File: config.mk
export PLATFORM = sky130hd
export DESIGN_NAME = current_budget_fair_share_top
export DESIGN_NICKNAME = d
export VERILOG_FILES = /design/src/cbfs_pkg.sv /design/src/cbfs_front.sv /design/src/cbfs_queue.sv /design/src/cbfs_div.sv /design/src/cbfs_back.sv /design/src/current_budget_fair_share_top.sv
export VERILOG_INCLUDE_DIRS = /design/src /design/src/src
export SDC_FILE = /design/constraint.sdc
export NUM_CORES = 1
export LEC_CHECK = 0
export ABC_AREA = 1
export BUFFER_PORTS_ARGS = -buffer_cell sky130_fd_sc_hd__buf_4
export CAP_MARGIN = 5
export CORE_MARGIN = 4
export CORE_UTILIZATION = 55
export CTS_CLUSTER_DIAMETER = 120
export CTS_CLUSTER_SIZE = 20
export DETAILED_ROUTE_END_ITERATION = 10
export PLACE_DENSITY = 0.67
export SKIP_LAST_GASP = 1
export SYNTH_ARGS = -nofsm -noshare
export SYNTH_HDL_FRONTEND = slang
export SYNTH_SLANG_ARGS = --single-unit
export TNS_END_PERCENT = 30
File: constraint.sdc
create_clock -name i_clk -period 7.2 [get_ports i_clk]
set_input_delay 0.72 -clock i_clk [delete_from_list [all_inputs] [get_ports i_clk]]
set_output_delay 0.72 -clock i_clk [all_outputs]
set_load 0.01 [all_outputs]
File: src/assert_macros.svh
// ---------------------------------------------------------------------------
// assertion macros
// shared clocked assertion forms, sampled on i_clk, off while in reset
// ---------------------------------------------------------------------------
`ifndef ASSERT_MACROS_SVH
`define ASSERT_MACROS_SVH

// antecedent implies consequent in the same cycle
`define ASSERT_IMPLY(label, ante, cons, msg) \
    label: assert property (@(posedge i_clk) disable iff (!i_rst_n) (ante) |-> (cons)) \
        else $error(msg);

// antecedent implies consequent in the following cycle
`define ASSERT_NEXT(label, ante, cons, msg) \
    label: assert property (@(posedge i_clk) disable iff (!i_rst_n) (ante) |=> (cons)) \
        else $error(msg);

`endif

File: src/cbfs_pkg.sv
// ---------------------------------------------------------------------------
// cbfs_pkg
// shared sizes, codes and request/result types of the current budget sharer
// ---------------------------------------------------------------------------
package cbfs_pkg;

    localparam int ENTRIES   = 16;
    localparam int IDX_W     = $clog2(ENTRIES);
    localparam int CNT_W     = $clog2(ENTRIES + 1);
    localparam int AMT_W     = 16;
    localparam int IDXO_W    = 4;
    localparam int DIV_STEPS = AMT_W / 2;
    localparam int DCNT_W    = $clog2(DIV_STEPS);
    localparam int Q_DEPTH   = 2;
    localparam int QPTR_W    = $clog2(Q_DEPTH);
    localparam int QCNT_W    = $clog2(Q_DEPTH + 1);

    localparam logic CLS_ALWAYS = 1'b0;
    localparam logic CLS_SHARE  = 1'b1;

    typedef struct packed {
        logic [AMT_W-1:0] request_amount;
        logic             priority_class;
    } t_req;

    typedef struct packed {
        logic [IDXO_W-1:0] entry_index;
        logic [AMT_W-1:0]  allowance;
        logic              rejected;
        logic              last;
    } t_res;

    // one queued run: number of entries to process and the reject mark
    typedef struct packed {
        logic [CNT_W-1:0] n;
        logic             rejected;
    } t_job;

    // table write from the front end
    typedef struct packed {
        logic             we;
        logic [IDX_W-1:0] addr;
        logic [AMT_W-1:0] amt;
        logic             cls;
    } t_tbl_wr;

endpackage

File: src/cbfs_front.sv
// ---------------------------------------------------------------------------
// cbfs_front
// takes requests, appends them to the table or marks them rejected when full,
// and queues one run per request
// ---------------------------------------------------------------------------
module cbfs_front import cbfs_pkg::*; (
    input  logic    i_clk,
    input  logic    i_rst_n,
    input  logic    i_start,
    input  t_req    i_req,
    input  logic    i_q_full,
    output logic    o_busy,
    output logic    o_push,
    output t_job    o_job,
    output t_tbl_wr o_wr
);

    logic [CNT_W-1:0] r_count;
    logic [CNT_W-1:0] n_count;
    logic             w_accept;
    logic             w_full;

    assign w_accept = i_start & ~i_q_full;
    assign w_full   = (r_count == CNT_W'(ENTRIES));
    assign o_busy   = i_q_full;

    always_comb begin
        o_wr.we  = w_accept & ~w_full;
        o_wr.addr = r_count[IDX_W-1:0];
        o_wr.amt = i_req.request_amount;
        o_wr.cls = i_req.priority_class;

        o_push         = w_accept;
        o_job.rejected = w_full;
        o_job.n        = w_full ? r_count : r_count + CNT_W'(1);

        n_count = (w_accept && !w_full) ? r_count + CNT_W'(1) : r_count;
    end

    always_ff @(posedge i_clk) begin
        if (!i_rst_n) begin
            r_count <= '0;
        end else begin
            r_count <= n_count;
        end
    end

endmodule

File: src/cbfs_queue.sv
// ---------------------------------------------------------------------------
// cbfs_queue
// short run queue between front end and allocation engine
// ---------------------------------------------------------------------------
`include "assert_macros.svh"

module cbfs_queue import cbfs_pkg::*; (
    input  logic i_clk,
    input  logic i_rst_n,
    input  logic i_push,
    input  t_job i_job,
    input  logic i_pop,
    output logic o_full,
    output logic o_empty,
    output t_job o_head
);

    t_job              r_mem [Q_DEPTH];
    logic [QPTR_W-1:0] r_wptr;
    logic [QPTR_W-1:0] r_rptr;
    logic [QCNT_W-1:0] r_cnt;

    assign o_full  = (r_cnt == QCNT_W'(Q_DEPTH));
    assign o_empty = (r_cnt == '0);
    assign o_head  = r_mem[r_rptr];

    always_ff @(posedge i_clk) begin
        if (i_push) begin
            r_mem[r_wptr] <= i_job;
        end
    end

    // pointers wrap naturally, depth is a power of two
    always_ff @(posedge i_clk) begin
        if (!i_rst_n) begin
            r_wptr <= '0;
            r_rptr <= '0;
            r_cnt  <= '0;
        end else begin
            if (i_push) begin
                r_wptr <= r_wptr + QPTR_W'(1);
            end
            if (i_pop) begin
                r_rptr <= r_rptr + QPTR_W'(1);
            end
            if (i_push && !i_pop) begin
                r_cnt <= r_cnt + QCNT_W'(1);
            end else if (i_pop && !i_push) begin
                r_cnt <= r_cnt - QCNT_W'(1);
            end
        end
    end

    `ASSERT_IMPLY(a_no_overflow, i_push, !o_full, "run queue written while full")
    `ASSERT_IMPLY(a_no_underflow, i_pop, !o_empty, "run queue read while empty")

endmodule

File: src/cbfs_div.sv
// ---------------------------------------------------------------------------
// cbfs_div
// unsigned restoring divider, remaining budget by open count, two bits a cycle
// ---------------------------------------------------------------------------
module cbfs_div import cbfs_pkg::*; (
    input  logic             i_clk,
    input  logic             i_rst_n,
    input  logic             i_start,
    input  logic [AMT_W-1:0] i_dividend,
    input  logic [CNT_W-1:0] i_divisor,
    output logic             o_done,
    output logic [AMT_W-1:0] o_quot
);

    logic              r_busy;
    logic              r_done;
    logic [DCNT_W-1:0] r_cnt;
    logic [AMT_W-1:0]  r_num;
    logic [CNT_W-1:0]  r_rem;
    logic [CNT_W-1:0]  r_den;
    logic [AMT_W-1:0]  n_num;
    logic [CNT_W-1:0]  n_rem;
    logic [CNT_W:0]    w_trial;

    // numerator shifts out at the top while quotient bits enter at the bottom
    always_comb begin
        n_num   = r_num;
        n_rem   = r_rem;
        w_trial = '0;
        for (int k = 0; k < 2; k++) begin
            w_trial = {n_rem, n_num[AMT_W-1]};
            n_num   = {n_num[AMT_W-2:0], 1'b0};
            if (w_trial >= {1'b0, r_den}) begin
                w_trial  = w_trial - {1'b0, r_den};
                n_num[0] = 1'b1;
            end
            n_rem = w_trial[CNT_W-1:0];
        end
    end

    always_ff @(posedge i_clk) begin
        if (!i_rst_n) begin
            r_busy <= 1'b0;
            r_done <= 1'b0;
            r_cnt  <= '0;
        end else begin
            r_done <= 1'b0;
            if (i_start && !r_busy) begin
                r_busy <= 1'b1;
                r_cnt  <= DCNT_W'(DIV_STEPS - 1);
                r_num  <= i_dividend;
                r_rem  <= '0;
                r_den  <= i_divisor;
            end else if (r_busy) begin
                r_num <= n_num;
                r_rem <= n_rem;
                r_cnt <= r_cnt - DCNT_W'(1);
                if (r_cnt == '0) begin
                    r_busy <= 1'b0;
                    r_done <= 1'b1;
                end
            end
        end
    end

    assign o_done = r_done;
    assign o_quot = r_num;

endmodule

File: src/cbfs_back.sv
// ---------------------------------------------------------------------------
// cbfs_back
// allocation engine: grants fixed requests, water-fills the shared ones over
// repeated passes, then reports every allowance in table order
// ---------------------------------------------------------------------------
`include "assert_macros.svh"

module cbfs_back import cbfs_pkg::*; (
    input  logic             i_clk,
    input  logic             i_rst_n,
    input  logic             i_cfg_we,
    input  logic [AMT_W-1:0] i_cfg_wdata,
    input  t_tbl_wr          i_wr,
    input  logic             i_q_empty,
    input  t_job             i_q_head,
    output logic             o_pop,
    output logic             o_res_stb,
    output t_res             o_res
);

    typedef enum logic [2:0] {
        S_IDLE,
        S_INIT_RD,
        S_INIT_EX,
        S_PASS_RD,
        S_PASS_EX,
        S_DIV,
        S_OUT_RD,
        S_OUT_EX
    } t_state;

    // request and grant tables
    logic [AMT_W-1:0] r_mem_amt   [ENTRIES];
    logic             r_mem_cls   [ENTRIES];
    logic [AMT_W-1:0] r_mem_grant [ENTRIES];
    logic [AMT_W-1:0] r_rd_amt;
    logic             r_rd_cls;
    logic [AMT_W-1:0] r_rd_grant;

    t_state           r_state,      n_state;
    t_job             r_job,        n_job;
    logic [IDX_W-1:0] r_idx,        n_idx;
    logic [AMT_W-1:0] r_rem,        n_rem;
    logic [CNT_W-1:0] r_open,       n_open;
    logic [AMT_W-1:0] r_share,      n_share;
    logic             r_share_ok,   n_share_ok;
    logic             r_closed_any, n_closed_any;
    logic [ENTRIES-1:0] r_closed,   n_closed;
    logic             r_out_vld,    n_out_vld;
    t_res             r_out,        n_out;
    logic [AMT_W-1:0] r_budget;

    logic             w_last;
    logic             w_step;
    logic             w_g_we;
    logic [AMT_W-1:0] w_g_data;
    logic             w_div_start;
    logic             w_div_done;
    logic [AMT_W-1:0] w_div_quot;

    cbfs_div u_div (
        .i_clk      (i_clk),
        .i_rst_n    (i_rst_n),
        .i_start    (w_div_start),
        .i_dividend (r_rem),
        .i_divisor  (r_open),
        .o_done     (w_div_done),
        .o_quot     (w_div_quot)
    );

    always_ff @(posedge i_clk) begin
        if (i_wr.we) begin
            r_mem_amt[i_wr.addr] <= i_wr.amt;
            r_mem_cls[i_wr.addr] <= i_wr.cls;
        end
        if (w_g_we) begin
            r_mem_grant[r_idx] <= w_g_data;
        end
        r_rd_amt   <= r_mem_amt[r_idx];
        r_rd_cls   <= r_mem_cls[r_idx];
        r_rd_grant <= r_mem_grant[r_idx];
    end

    assign w_last = (r_idx == IDX_W'(r_job.n - CNT_W'(1)));

    always_comb begin
        n_state      = r_state;
        n_job        = r_job;
        n_idx        = r_idx;
        n_rem        = r_rem;
        n_open       = r_open;
        n_share      = r_share;
        n_share_ok   = r_share_ok;
        n_closed_any = r_closed_any;
        n_closed     = r_closed;
        n_out_vld    = 1'b0;
        n_out        = r_out;
        o_pop        = 1'b0;
        w_div_start  = 1'b0;
        w_step       = 1'b0;
        w_g_we       = 1'b0;
        w_g_data     = r_rd_amt;

        case (r_state)
            S_IDLE: begin
                if (!i_q_empty) begin
                    o_pop   = 1'b1;
                    n_job   = i_q_head;
                    n_idx   = '0;
                    n_rem   = r_budget;
                    n_open  = '0;
                    n_state = S_INIT_RD;
                end
            end
            S_INIT_RD: begin
                n_state = S_INIT_EX;
            end
            S_INIT_EX: begin
                w_g_we = 1'b1;
                if (r_rd_cls == CLS_ALWAYS) begin
                    w_g_data        = r_rd_amt;
                    n_closed[r_idx] = 1'b1;
                    // remainder floors at zero when fixed grants overdraw
                    n_rem = (r_rd_amt >= r_rem) ? '0 : r_rem - r_rd_amt;
                end else begin
                    w_g_data        = '0;
                    n_closed[r_idx] = 1'b0;
                    n_open          = r_open + CNT_W'(1);
                end
                if (w_last) begin
                    n_idx        = '0;
                    n_share_ok   = 1'b0;
                    n_closed_any = 1'b0;
                    n_state      = (n_open == '0) ? S_OUT_RD : S_PASS_RD;
                end else begin
                    n_idx   = r_idx + IDX_W'(1);
                    n_state = S_INIT_RD;
                end
            end
            S_PASS_RD: begin
                n_state = S_PASS_EX;
            end
            S_PASS_EX: begin
                if (r_rd_cls == CLS_ALWAYS || r_closed[r_idx]) begin
                    w_step = 1'b1;
                end else if (!r_share_ok) begin
                    // share is computed before the first open entry and recomputed only after an entry closes
                    w_div_start = 1'b1;
                    n_state     = S_DIV;
                end else begin
                    w_step = 1'b1;
                    w_g_we = 1'b1;
                    if (r_share >= r_rd_amt) begin
                        w_g_data        = r_rd_amt;
                        n_closed[r_idx] = 1'b1;
                        n_open          = r_open - CNT_W'(1);
                        n_rem           = r_rem - r_rd_amt;
                        n_share_ok      = 1'b0;
                        n_closed_any    = 1'b1;
                    end else begin
                        w_g_data = r_share;
                    end
                end
                if (w_step) begin
                    if (w_last) begin
                        n_idx = '0;
                        // a pass that closes nothing is a fixed point
                        if (n_closed_any && n_open != '0) begin
                            n_closed_any = 1'b0;
                            n_state      = S_PASS_RD;
                        end else begin
                            n_state = S_OUT_RD;
                        end
                    end else begin
                        n_idx   = r_idx + IDX_W'(1);
                        n_state = S_PASS_RD;
                    end
                end
            end
            S_DIV: begin
                if (w_div_done) begin
                    n_share    = w_div_quot;
                    n_share_ok = 1'b1;
                    n_state    = S_PASS_EX;
                end
            end
            S_OUT_RD: begin
                n_state = S_OUT_EX;
            end
            S_OUT_EX: begin
                n_out_vld         = 1'b1;
                n_out.entry_index = IDXO_W'(r_idx);
                n_out.allowance   = r_rd_grant;
                n_out.rejected    = r_job.rejected;
                n_out.last        = w_last;
                if (w_last) begin
                    n_state = S_IDLE;
                end else begin
                    n_idx   = r_idx + IDX_W'(1);
                    n_state = S_OUT_RD;
                end
            end
            default: begin
                n_state = S_IDLE;
            end
        endcase
    end

    always_ff @(posedge i_clk) begin
        if (!i_rst_n) begin
            r_state      <= S_IDLE;
            r_idx        <= '0;
            r_open       <= '0;
            r_share_ok   <= 1'b0;
            r_closed_any <= 1'b0;
            r_closed     <= '0;
            r_out_vld    <= 1'b0;
            r_budget     <= '0;
            r_job        <= '0;
        end else begin
            r_state      <= n_state;
            r_job        <= n_job;
            r_idx        <= n_idx;
            r_open       <= n_open;
            r_share_ok   <= n_share_ok;
            r_closed_any <= n_closed_any;
            r_closed     <= n_closed;
            r_out_vld    <= n_out_vld;
            if (i_cfg_we) begin
                r_budget <= i_cfg_wdata;
            end
        end
        r_rem   <= n_rem;
        r_share <= n_share;
        r_out   <= n_out;
    end

    assign o_res_stb = r_out_vld;
    assign o_res     = r_out;

    `ASSERT_IMPLY(a_open_bound, r_state != S_IDLE, r_open <= r_job.n, "open count above entries")
    `ASSERT_IMPLY(a_last_idle, r_out_vld && r_out.last, r_state == S_IDLE, "run not ended on last")
    `ASSERT_NEXT(a_stb_gap, r_out_vld, !r_out_vld, "results issued back to back")

endmodule

File: src/current_budget_fair_share_top.sv
// ---------------------------------------------------------------------------
// current_budget_fair_share_top
// max-min fair sharing of a current budget over a table of requests
// ---------------------------------------------------------------------------
// a run makes an initial pass over its n entries, then sharing passes until a pass
//   closes no entry, dividing for a new share before the first open entry and after each close
// results are issued in table order, with a gap between strobes
// throughput is set by the single pass engine; a two-deep run queue lets
//   busy stay low while a run is in progress
// synchronous reset clears entry count, budget, closed flags and the queue
module current_budget_fair_share_top import cbfs_pkg::*; (
    input  logic             i_clk,
    input  logic             i_rst_n,
    input  logic             start,
    input  t_req             i_req,
    output logic             busy,
    input  logic             i_cfg_we,
    input  logic [AMT_W-1:0] i_cfg_wdata,
    output logic             o_res_stb,
    output t_res             o_res
);

    logic    w_q_full;
    logic    w_q_empty;
    logic    w_push;
    logic    w_pop;
    t_job    w_job;
    t_job    w_head;
    t_tbl_wr w_wr;

    cbfs_front u_front (
        .i_clk    (i_clk),
        .i_rst_n  (i_rst_n),
        .i_start  (start),
        .i_req    (i_req),
        .i_q_full (w_q_full),
        .o_busy   (busy),
        .o_push   (w_push),
        .o_job    (w_job),
        .o_wr     (w_wr)
    );

    cbfs_queue u_queue (
        .i_clk   (i_clk),
        .i_rst_n (i_rst_n),
        .i_push  (w_push),
        .i_job   (w_job),
        .i_pop   (w_pop),
        .o_full  (w_q_full),
        .o_empty (w_q_empty),
        .o_head  (w_head)
    );

    cbfs_back u_back (
        .i_clk       (i_clk),
        .i_rst_n     (i_rst_n),
        .i_cfg_we    (i_cfg_we),
        .i_cfg_wdata (i_cfg_wdata),
        .i_wr        (w_wr),
        .i_q_empty   (w_q_empty),
        .i_q_head    (w_head),
        .o_pop       (w_pop),
        .o_res_stb   (o_res_stb),
        .o_res       (o_res)
    );

endmodule
==> flow_metrics.env, run 1 <==
export IMPL_core_um2=52900
export IMPL_fill_cells=4223
export IMPL_power_mw=10.5
export IMPL_setup_violations=0
export IMPL_synth_simple_area_share=0.117
export IMPL_reg2reg_to="u_back.r_mem_grant[11][10]"
export IMPL_synth_async_reset_ratio=0
export IMPL_clk_pin_slew_ns=0.09
export IMPL_ys_flop_type="edfxtp_1"
export IMPL_cts_buffers=41
export IMPL_synth_common_cells="edfxtp_1 (618), nor2_1 (390), o21ai_0 (366)"
export IMPL_synthesis_nets=2652
export IMPL_num_vias=19600
export IMPL_cts_sinks=717
export IMPL_finalCritPeriodShare=0.654
export IMPL_dp_hpwl_um=43900
export IMPL_rsz0062_at_grt="false"
export IMPL_holdPathEnd="u_back.r_budget[1]"
export IMPL_post_route_util=0.605
export IMPL_fin_skew_ns=0.0252
export IMPL_drc=0
export IMPL_die_area_um2=57400
export IMPL_die_y_um=240
export IMPL_drive_above_1_share=0.0824
export IMPL_ys_warn_count=0
export IMPL_critPathMaxFanout=72
export IMPL_post_drt_wl_per_cell_um=22.0
export IMPL_die_w_um=240
export IMPL_synth_cell_types=47
export IMPL_htree_levels=2
export IMPL_nNetsFinal=2673
export IMPL_period_needed_ns=4.71
export IMPL_critPathBufInv=3
export IMPL_seq_area_frac_synth=0.696
export IMPL_synthXorXnorAreaFrac=0.00890
export IMPL_cp_cell_sequence="clkinv_2 > nand3_1 > nand2_1 > nand2_1 > nand2_2 > nor3_2 > buf_4 > nand2_1 > nand2_1 > inv_1 > nor2_2"
export IMPL_firstDrtPassIters=8
export IMPL_postSynthAreaPerCell_um2=11.5
export IMPL_p_leak_nw=11.0
export IMPL_grt_pass1_vias=18800
export IMPL_slew_viol_final=0
export IMPL_status="complete, no violations"
export IMPL_gp_congestion=0.895
export IMPL_hold_slack_ns=0.344
export IMPL_grt_usage=0.251
export IMPL_vdd_drop_max_mv=0.227
export IMPL_muxShareOfSynthArea=0
export IMPL_num_io_pins=61
export IMPL_rows=84
export IMPL_timing_rr_start="u_back.r_idx[1]"
export IMPL_ctsResizeCount=0
export IMPL_critical_path_max_stage_delay_ns=0.96
export IMPL_antenna_left=0
export IMPL_postCtsSetupBuffers=0
export IMPL_hold_viol_final=0
export IMPL_setup_tns_ns=0
export IMPL_maxCapViolations=0
export IMPL_yosys_top_cells_area="edfxtp_1 (63%), dfxtp_1 (6.7%), o21ai_0 (6.2%)"
export IMPL_cts_max_path_buffers=3
export IMPL_critPathCaptureType="flip-flop"
export IMPL_cts_root_buf="clkbuf_16"
export IMPL_synth_top_area_frac=0.629
export IMPL_clock_latency_ns=0.60
export IMPL_wl_um=72600
export IMPL_synth_area_um2=29500
export IMPL_area_delta_synth_final_pct=8.39
export IMPL_synth_compound_area_frac=0.116
export IMPL_reg2reg_slack_ns=2.49
export IMPL_grt_pass1_wl_um=111000
export IMPL_gr_total_overflow=0
export IMPL_reg2reg_depth=11
export IMPL_crit_family="simple AND/OR/NAND/NOR gates"
export IMPL_ys_seq_elements=717
export IMPL_crit_arrival_ns=4.92
export IMPL_synth_edf_count=618
export IMPL_path_class="flip-flop to flip-flop"
export IMPL_tightestPinTransition_ns=1.22
export IMPL_synth_top_family_by_area="simple AND/OR/NAND/NOR gates"
export IMPL_antenna_found_initial=2
export IMPL_start_kind="flip-flop"
export IMPL_ctsHoldBuffers=0
export IMPL_power_density_nw_per_um2=330
export IMPL_seq_area_um2=20500
export IMPL_synthMostInstantiatedCell="edfxtp_1"
export IMPL_drt_iter0_markers=2073
export IMPL_required_ns=7.41
export IMPL_holdCritStartpoint="i_cfg_wdata[1]"
export IMPL_hold_depth=3
export IMPL_multi_input_comb_area_um2=8020
export IMPL_cpMostUsedCell="nand2_1"
export IMPL_crit_path_top_delay_cell="clkinv_2"
export IMPL_cts_tree="done"
export IMPL_syn_inst=2556
export IMPL_fmax_mhz=212
export IMPL_grt_max_degree=234
export IMPL_synth_fa_ha_area_frac=0.0258
export IMPL_vias_per_cell=5.95
export IMPL_synth_top_cell_by_area="edfxtp_1"
export IMPL_start_util=0.558
export IMPL_slew_headroom=0.190
export IMPL_hold_class="input pin to flip-flop"
export IMPL_port_buffers=60
[stage by stage]
step | worst slack [ns] | cell area, um^2 | std cells
5_1_grt | 2.09 | 32000 | 3297
4_1_cts | 2.53 | 32000 | 3296
2_1_floorplan | 3.57 | 29500 | 2556
3_5_place_dp | 2.54 | 30800 | 3221
3_3_place_gp | 2.56 | 30800 | 3221
6_report | 2.49 | 32000 | 3298
[worst register-to-register path, delay by kind of cell, from the launching register on]
family	cells	cell delay [ns]
buffers and inverters	3	1.63
flip-flops	1	0.89
AND/OR/NAND/NOR	8	1.83
[how the worst max path moves through the flow]
stage,startpoint,endpoint,slack (ns),cells past startpoint
final,u_back.r_idx[1],u_back.r_mem_grant[11][10],2.49,11
after global routing,u_back.r_idx[1],u_back.r_mem_grant[4][1],2.09,11
after CTS,u_back.r_idx[1],u_back.r_mem_grant[14][7],2.53,11
after detailed placement,u_back.r_idx[1],u_back.r_mem_grant[14][4],2.54,11
after global placement,u_back.r_idx[1],u_back.r_mem_grant[12][5],2.56,11
after floorplan,u_back.r_share[11],u_back.r_rem[0],3.57,9
[per-layer routing]
metal / global-route usage / wire (um)
met3: 0.0340 / 5190
met5: 0 / 7
met4: 0.0888 / 2570
met1: 0.356 / 30500
met2: 0.404 / 34400
[flip-flops by register name, summed over array words and instances (netlist names), 10 cells and up, named ones only]
register / flops
u_back.r_mem_amt: 256
u_back.r_mem_grant: 256
u_back.o_res: 22
u_back.r_budget: 16
u_back.r_mem_cls: 16
u_back.r_rd_amt: 16
u_back.r_rd_grant: 16
u_back.r_rem: 16
u_back.r_share: 16
u_back.u_div.o_quot: 16
u_queue.r_mem: 10
[layout make-up]
type | count | share of cell area
sequential | 717 | 0.642
multi-input combinational | 1567 | 0.251
clock buffer | 73 | 0.0365
tap | 688 | 0.0269
timing repair buffer | 109 | 0.0260
inverter | 141 | 0.0167
clock inverter | 2 | 0.000665
antenna | 1 | 0.0000782
[cell usage in the layout (no fill, tap or decap), types with 4 or more instances in the layout]
cell type | Yosys | routed
a211oi_1 | 16 | 16
dfxtp_1 | 99 | 97
o21ai_1 | 28 | 30
clkbuf_1 | 113 | 31
a21oi_1 | 68 | 68
nor3_1 | 10 | 9
buf_4 | 3 | 108
inv_2 | 5 | 4
o22ai_1 | 132 | 132
xor2_1 | 17 | 17
edfxtp_1 | 618 | 618
nor2_1 | 390 | 356
nand4_1 | 42 | 42
o21ai_0 | 366 | 364
nor2_4 | 1 | 4
nor2_2 | 2 | 33
nand2_1 | 335 | 335
xnor2_1 | 13 | 13
inv_1 | 135 | 134
ha_1 | 56 | 56
a31oi_1 | 9 | 9
clkbuf_16 | 0 | 42
nand3_1 | 47 | 47
or2_2 | 4 | 4
[cell families (layout without fill, tap and decap cells)]
| group | count (synthesis) | count (layout) |
|---|---|---|
| other cells | 0 | 1 |
| xor+xnor | 30 | 30 |
| buf+inv | 272 | 325 |
| flops | 717 | 717 |
| fa+ha+maj | 59 | 59 |
| compound gates | 631 | 631 |
| simple gates | 847 | 847 |
[power breakdown]
part           total, mW  switching [mW]  internal, mW
Clock               2.41            1.30          1.11
Combinational       2.82            2.00         0.817
Sequential          5.32           0.191          5.12
No activity file was read; power rests on OpenSTA's default activity.
==> inputs of run 2 (changes only) <==
- ABC_AREA: 1 -> 0
- clock period: 7.2 -> 4.8 ns (I/O delays scaled with it)
==> run 2 against run 1 <==
Total power rose by 19%; worst hold slack got worse by 0.22 ns; highest routed layer is now met4; first-iteration DRC count is 36% lower; combinational power down 41%; non-clock buffer count grew 11; clock skew rose by 0.010 ns; utilization up 0.44 points.
==> flow_metrics.env, run 2 <==
export IMPL_cp_cell_sequence="inv_1 > ha_1 > inv_1 > fa_1 > a21o_1 > a21o_1 > a21oi_1 > mux2_2 > ha_1 > nor2b_1 > o21ai_0 > nand3b_1 > a221oi_2 > mux2i_1 > nor2_1"
export IMPL_ys_flop_type="edfxtp_1"
export IMPL_synth_cell_types=79
export IMPL_synth_top_cell_by_area="edfxtp_1"
export IMPL_drc=0
export IMPL_area_delta_synth_final_pct=9.17
export IMPL_drive_above_1_share=0.221
export IMPL_cts_sinks=717
export IMPL_synth_async_reset_ratio=0
export IMPL_ys_seq_elements=717
export IMPL_cts_max_path_buffers=3
export IMPL_gp_congestion=0.844
export IMPL_timing_rr_start="u_back.u_div.o_quot[15]"
export IMPL_path_class="flip-flop to flip-flop"
export IMPL_power_density_nw_per_um2=390
export IMPL_busiest_layer="met2"
export IMPL_crit_start="u_back.u_div.o_quot[15]"
export IMPL_ctsHoldBuffers=0
export IMPL_use_met1=0.305
export IMPL_num_vias=15100
export IMPL_critPathMaxFanout=8
export IMPL_vdd_drop_max_mv=0.299
export IMPL_dp_hpwl_um=37600
export IMPL_holdCritStartpoint="i_cfg_wdata[4]"
export IMPL_required_ns=5.14
export IMPL_p_leak_nw=10.5
export IMPL_synth_edf_count=618
export IMPL_cts_buffers=41
export IMPL_die_area_um2=57300
export IMPL_final_cells=2478
export IMPL_slew_headroom=0.184
export IMPL_setup_violations=0
export IMPL_reg2reg_slack_ns=0.42
export IMPL_cts_tree="done"
export IMPL_period_needed_ns=4.38
export IMPL_critical_path_max_stage_delay_ns=0.62
export IMPL_hold_class="input pin to flip-flop"
export IMPL_rows=84
export IMPL_seq_area_um2=20600
export IMPL_reg2reg_depth=15
export IMPL_multi_input_comb_area_um2=8380
export IMPL_synth_top_area_frac=0.630
export IMPL_vias_per_cell=6.08
export IMPL_slew_viol_final=0
export IMPL_crit_path_top_delay_cell="a221oi_2"
export IMPL_die_w_um=239
export IMPL_p_clk_frac=0.285
export IMPL_port_buffers=60
export IMPL_wl_um=60600
export IMPL_core_um2=52800
export IMPL_postCtsSetupBuffers=0
export IMPL_grt_usage=0.215
export IMPL_switchingPower_mw=3.10
export IMPL_ys_warn_count=0
export IMPL_synth_common_cells="edfxtp_1 (618), mux4_2 (168), dfxtp_1 (99)"
export IMPL_fin_skew_ns=0.0355
export IMPL_drt_iter0_markers=1333
export IMPL_status="complete, no violations"
export IMPL_dp_cells=2401
export IMPL_start_kind="flip-flop"
export IMPL_synthesis_nets=1774
export IMPL_power_share_combinational=0.132
export IMPL_fmax_mhz=228
export IMPL_seq_area_frac_synth=0.697
export IMPL_postSynthAreaPerCell_um2=17.6
export IMPL_reg2reg_to="u_back.u_div.r_rem[3]"
export IMPL_htree_levels=2
export IMPL_swShare=0.248
export IMPL_p_seq_frac=0.583
export IMPL_fill_cells=3769
export IMPL_start_util=0.558
export IMPL_firstDrtPassIters=5
export IMPL_power_mw=12.5
export IMPL_ctsResizeCount=0
export IMPL_tightestPinTransition_ns=1.21
export IMPL_grt_pass1_vias=15300
export IMPL_grt_pass1_wl_um=93300
export IMPL_crit_arrival_ns=4.72
export IMPL_nNetsFinal=1852
export IMPL_hold_depth=3
export IMPL_yosys_top_cells_area="edfxtp_1 (63%), mux4_2 (13%), dfxtp_1 (6.7%)"
export IMPL_rsz0062_at_grt="false"
export IMPL_p_int_mw=9.43
export IMPL_antenna_found_initial=0
export IMPL_num_io_pins=61
export IMPL_clk_pin_slew_ns=0.09
export IMPL_post_route_util=0.610
export IMPL_hold_viol_final=0
export IMPL_antenna_left=0
export IMPL_gr_total_overflow=0
export IMPL_grt_max_degree=66
export IMPL_layout_common_cells="edfxtp_1 (618), mux4_2 (168), buf_4 (120)"
export IMPL_gr_usage_met3=0.0303
export IMPL_grtUsageMet2=0.365
export IMPL_syn_inst=1678
export IMPL_post_drt_wl_per_cell_um=24.5
export IMPL_holdPathEnd="u_back.r_budget[4]"
export IMPL_critPathCaptureType="flip-flop"
export IMPL_maxCapViolations=0
export IMPL_final_common_cell="edfxtp_1"
export IMPL_clock_latency_ns=0.60
export IMPL_synth_area_um2=29500
export IMPL_cts_root_buf="clkbuf_16"
export IMPL_synthMostInstantiatedCell="edfxtp_1"
export IMPL_setup_tns_ns=0
export IMPL_finalCritPeriodShare=0.912
export IMPL_die_y_um=239
-- run 2: cell count changes after synthesis, moves of 42 or more --
| cell | before | now |
|---|---|---|
| clkbuf_1 | 113 | 60 |
| mux2i_1 | 0 | 45 |
| inv_1 | 135 | 73 |
| a21oi_1 | 68 | 26 |
| nor2_1 | 390 | 81 |
| o22ai_1 | 132 | 2 |
| nand2_1 | 335 | 66 |
| mux4_2 | 0 | 168 |
| o21ai_0 | 366 | 36 |
-- run 2: layer usage --
metal | up-vias | routed length (um)
met4 | 0 | 946
met1 | 7779 | 25800
met2 | 438 | 30500
met5 | - | 0
li1 | 6797 | -
met3 | 62 | 3410
-- run 2: worst max-delay path by stage --
| stage | to | slack [ns] | cells after the start |
|---|---|---|---|
| 6_report | u_back.u_div.r_rem[3] | 0.42 | 15 |
| 3_5_place_dp | u_back.u_div.r_rem[3] | 0.41 | 15 |
| 2_1_floorplan | u_back.u_div.r_rem[2] | 0.88 | 15 |
| 3_3_place_gp | u_back.u_div.r_rem[3] | 0.54 | 15 |
| 5_1_grt | u_back.u_div.r_rem[4] | 0.09 | 15 |
| 4_1_cts | u_back.u_div.r_rem[3] | 0.40 | 15 |
-- run 2: power by group through the flow --
| stage | registers (mW) | logic, mW | clock network, mW |
|---|---|---|---|
| floorplan | 7.36 | 1.19 | 0 |
| global placement | 7.44 | 1.61 | 0 |
| detailed placement | 7.44 | 1.64 | 0 |
| CTS | 7.31 | 1.65 | 3.68 |
| global route | 7.34 | 1.85 | 3.92 |
| finish | 7.31 | 1.65 | 3.57 |
-- run 2: stage by stage --
stage / hold slack [ns] / setup WS [ns] / cell area (um^2)
global route: 0.115 / 0.0869 / 32200
global placement: 0.386 / 0.536 / 31000
detailed placement: 0.389 / 0.411 / 31000
CTS: 0.0807 / 0.399 / 32200
floorplan: 0.386 / 0.883 / 29500
finish: 0.123 / 0.421 / 32200
-- run 2: area by class of cell --
type | count | area share
clock inverter | 4 | 0.00144
tap | 688 | 0.0268
multi-input combinational | 803 | 0.261
sequential | 717 | 0.639
antenna | 1 | 0.0000778
timing repair buffer | 120 | 0.0280
clock buffer | 72 | 0.0355
inverter | 73 | 0.00852
-- run 2: kinds of logic after synthesis --
family          after synthesis  share of synthesized area
flops                       717                      0.697
simple gates                294                     0.0502
mux                         234                      0.152
compound gates              185                     0.0435
buf+inv                     158                     0.0216
fa+ha+maj                    59                     0.0258
xor+xnor                     31                    0.00968
-- run 2: worst max-delay path: cells and delay by family (launching register included) --
kind,cells,cell delay (ns)
multiplexers,2,0.69
buffers and inverters,2,0.14
AO/OA/AOI/OAI,5,1.60
AND/OR/NAND/NOR,3,0.32
flip-flops,1,0.44
adder cells (fa/ha/maj),3,0.95
==> inputs of run 3 (changes only) <==
- PLACE_DENSITY: 0.67 -> 0.78
==> run 3 against run 2 <==
First-iteration DRC count up 21%; critical path depth unchanged; non-clock buffer count up 2; total power up 0.25%; largest power group unchanged; highest routed layer is now met5.
==> flow_metrics.env, run 3 (synthesis gave the netlist of run 2 again) <==
export IMPL_status="complete, no violations"
export IMPL_nNetsFinal=1854
export IMPL_tightestPinTransition_ns=1.26
export IMPL_gp_congestion=0.854
export IMPL_fin_skew_ns=0.0415
export IMPL_grt_pass1_wl_um=95300
export IMPL_grt_max_degree=67
export IMPL_seq_area_um2=20600
export IMPL_hold_viol_final=0
export IMPL_port_buffers=60
export IMPL_area_delta_synth_final_pct=9.15
export IMPL_critPathMaxFanout=8
export IMPL_hold_class="input pin to flip-flop"
export IMPL_gr_total_overflow=0
export IMPL_period_needed_ns=4.37
export IMPL_antenna_found_initial=1
export IMPL_die_area_um2=57300
export IMPL_drt_iter0_markers=1613
export IMPL_maxCapViolations=0
export IMPL_wl_um=62500
export IMPL_grt_usage=0.221
export IMPL_cts_max_path_buffers=3
export IMPL_critPathCaptureType="flip-flop"
export IMPL_finalCritPeriodShare=0.910
export IMPL_rsz0062_at_grt="false"
export IMPL_vdd_drop_max_mv=0.306
export IMPL_antenna_left=0
export IMPL_setup_tns_ns=0
export IMPL_postCtsSetupBuffers=0
export IMPL_die_y_um=239
export IMPL_slew_viol_final=0
export IMPL_clock_latency_ns=0.61
export IMPL_ctsResizeCount=0
export IMPL_setup_violations=0
export IMPL_vias_per_cell=6.18
export IMPL_post_route_util=0.609
export IMPL_layout_common_cells="edfxtp_1 (618), mux4_2 (168), buf_4 (122)"
export IMPL_htree_levels=2
export IMPL_final_common_cell="edfxtp_1"
export IMPL_drive_above_1_share=0.213
export IMPL_required_ns=5.16
export IMPL_ctsHoldBuffers=0
export IMPL_dp_hpwl_um=37900
export IMPL_start_kind="flip-flop"
export IMPL_slew_headroom=0.154
export IMPL_start_util=0.558
export IMPL_num_vias=15300
export IMPL_drc=0
export IMPL_fill_cells=3719
export IMPL_path_class="flip-flop to flip-flop"
export IMPL_n_antenna_cell=0
export IMPL_core_um2=52800
export IMPL_power_density_nw_per_um2=391
export IMPL_cts_sinks=717
export IMPL_fmax_mhz=229
export IMPL_cts_buffers=41
export IMPL_grt_pass1_vias=15600
export IMPL_num_io_pins=61
export IMPL_die_w_um=239
export IMPL_cts_root_buf="clkbuf_16"
export IMPL_post_drt_wl_per_cell_um=25.2
export IMPL_p_leak_nw=10.6
export IMPL_crit_arrival_ns=4.72
export IMPL_clk_pin_slew_ns=0.09
export IMPL_firstDrtPassIters=5
export IMPL_rows=84
export IMPL_multi_input_comb_area_um2=8340
export IMPL_cts_tree="done"
## run 3: changes by cell type in the layout (fill, tap and decap cells not counted), sizes merged
cell    before  now
buf        120  122
diode        1    0
clkbuf      72   71
## run 3: area by class of cell
cell class,instances,area share
flip-flops and latches,717,0.639
multi-input cells,803,0.259
clock buffers,71,0.0354
repair buffers,122,0.0285
well taps,688,0.0268
inverters,73,0.00852
clock inverters,4,0.00222
## run 3: routing by layer
layer,global-route usage,routed length (um),vias to the layer above
met2,0.378,32000,560
li1,-,-,6786
met4,0.0565,1400,2
met3,0.0467,4800,81
met1,0.294,24200,7873
met5,0,11,-
## run 3: critical path, stage by stage, from the launching register on
cell and delay, ns:
edfxtp_1 0.43, inv_1 0.08, ha_1 0.16, inv_1 0.06, fa_1 0.45, a21o_1 0.18
a21o_1 0.20, a21oi_1 0.42, mux2_2 0.41, ha_1 0.33, nor2b_1 0.14, o21ai_0 0.18
nand3b_1 0.13, a221oi_2 0.61, mux2i_1 0.27, nor2_1 0.06
## run 3: power by group
group          switching, mW  internal [mW]  total, mW
Combinational           1.00          0.658       1.66
Sequential             0.189           7.13       7.31
Clock                   1.94           1.65       3.59
Total                   3.13           9.43       12.6
## run 3: through the flow
step	area (um^2)	std cells	power [mW]	setup slack, ns	hold WS, ns
2_1_floorplan	29500	1678	8.55	0.883	0.386
3_3_place_gp	30900	2403	9.01	0.539	0.387
3_5_place_dp	30900	2403	9.09	0.432	0.389
4_1_cts	32200	2478	12.6	0.423	0.0700
5_1_grt	32200	2478	13.1	0.171	0.0885
6_report	32200	2478	12.6	0.432	0.101
## run 3: worst paths after layout
check	to	cells past startpoint	from	slack, ns
worst max-delay path	u_back.u_div.r_rem[2]	15	u_back.u_div.o_quot[15]	0.43
worst min-delay path	u_back.r_budget[0]	3	i_cfg_wdata[0]	0.10
worst max register to register	u_back.u_div.r_rem[2]	15	u_back.u_div.o_quot[15]	0.43
worst min register to register	u_back.o_res[13]	0	u_back.r_rd_grant[11]	0.41
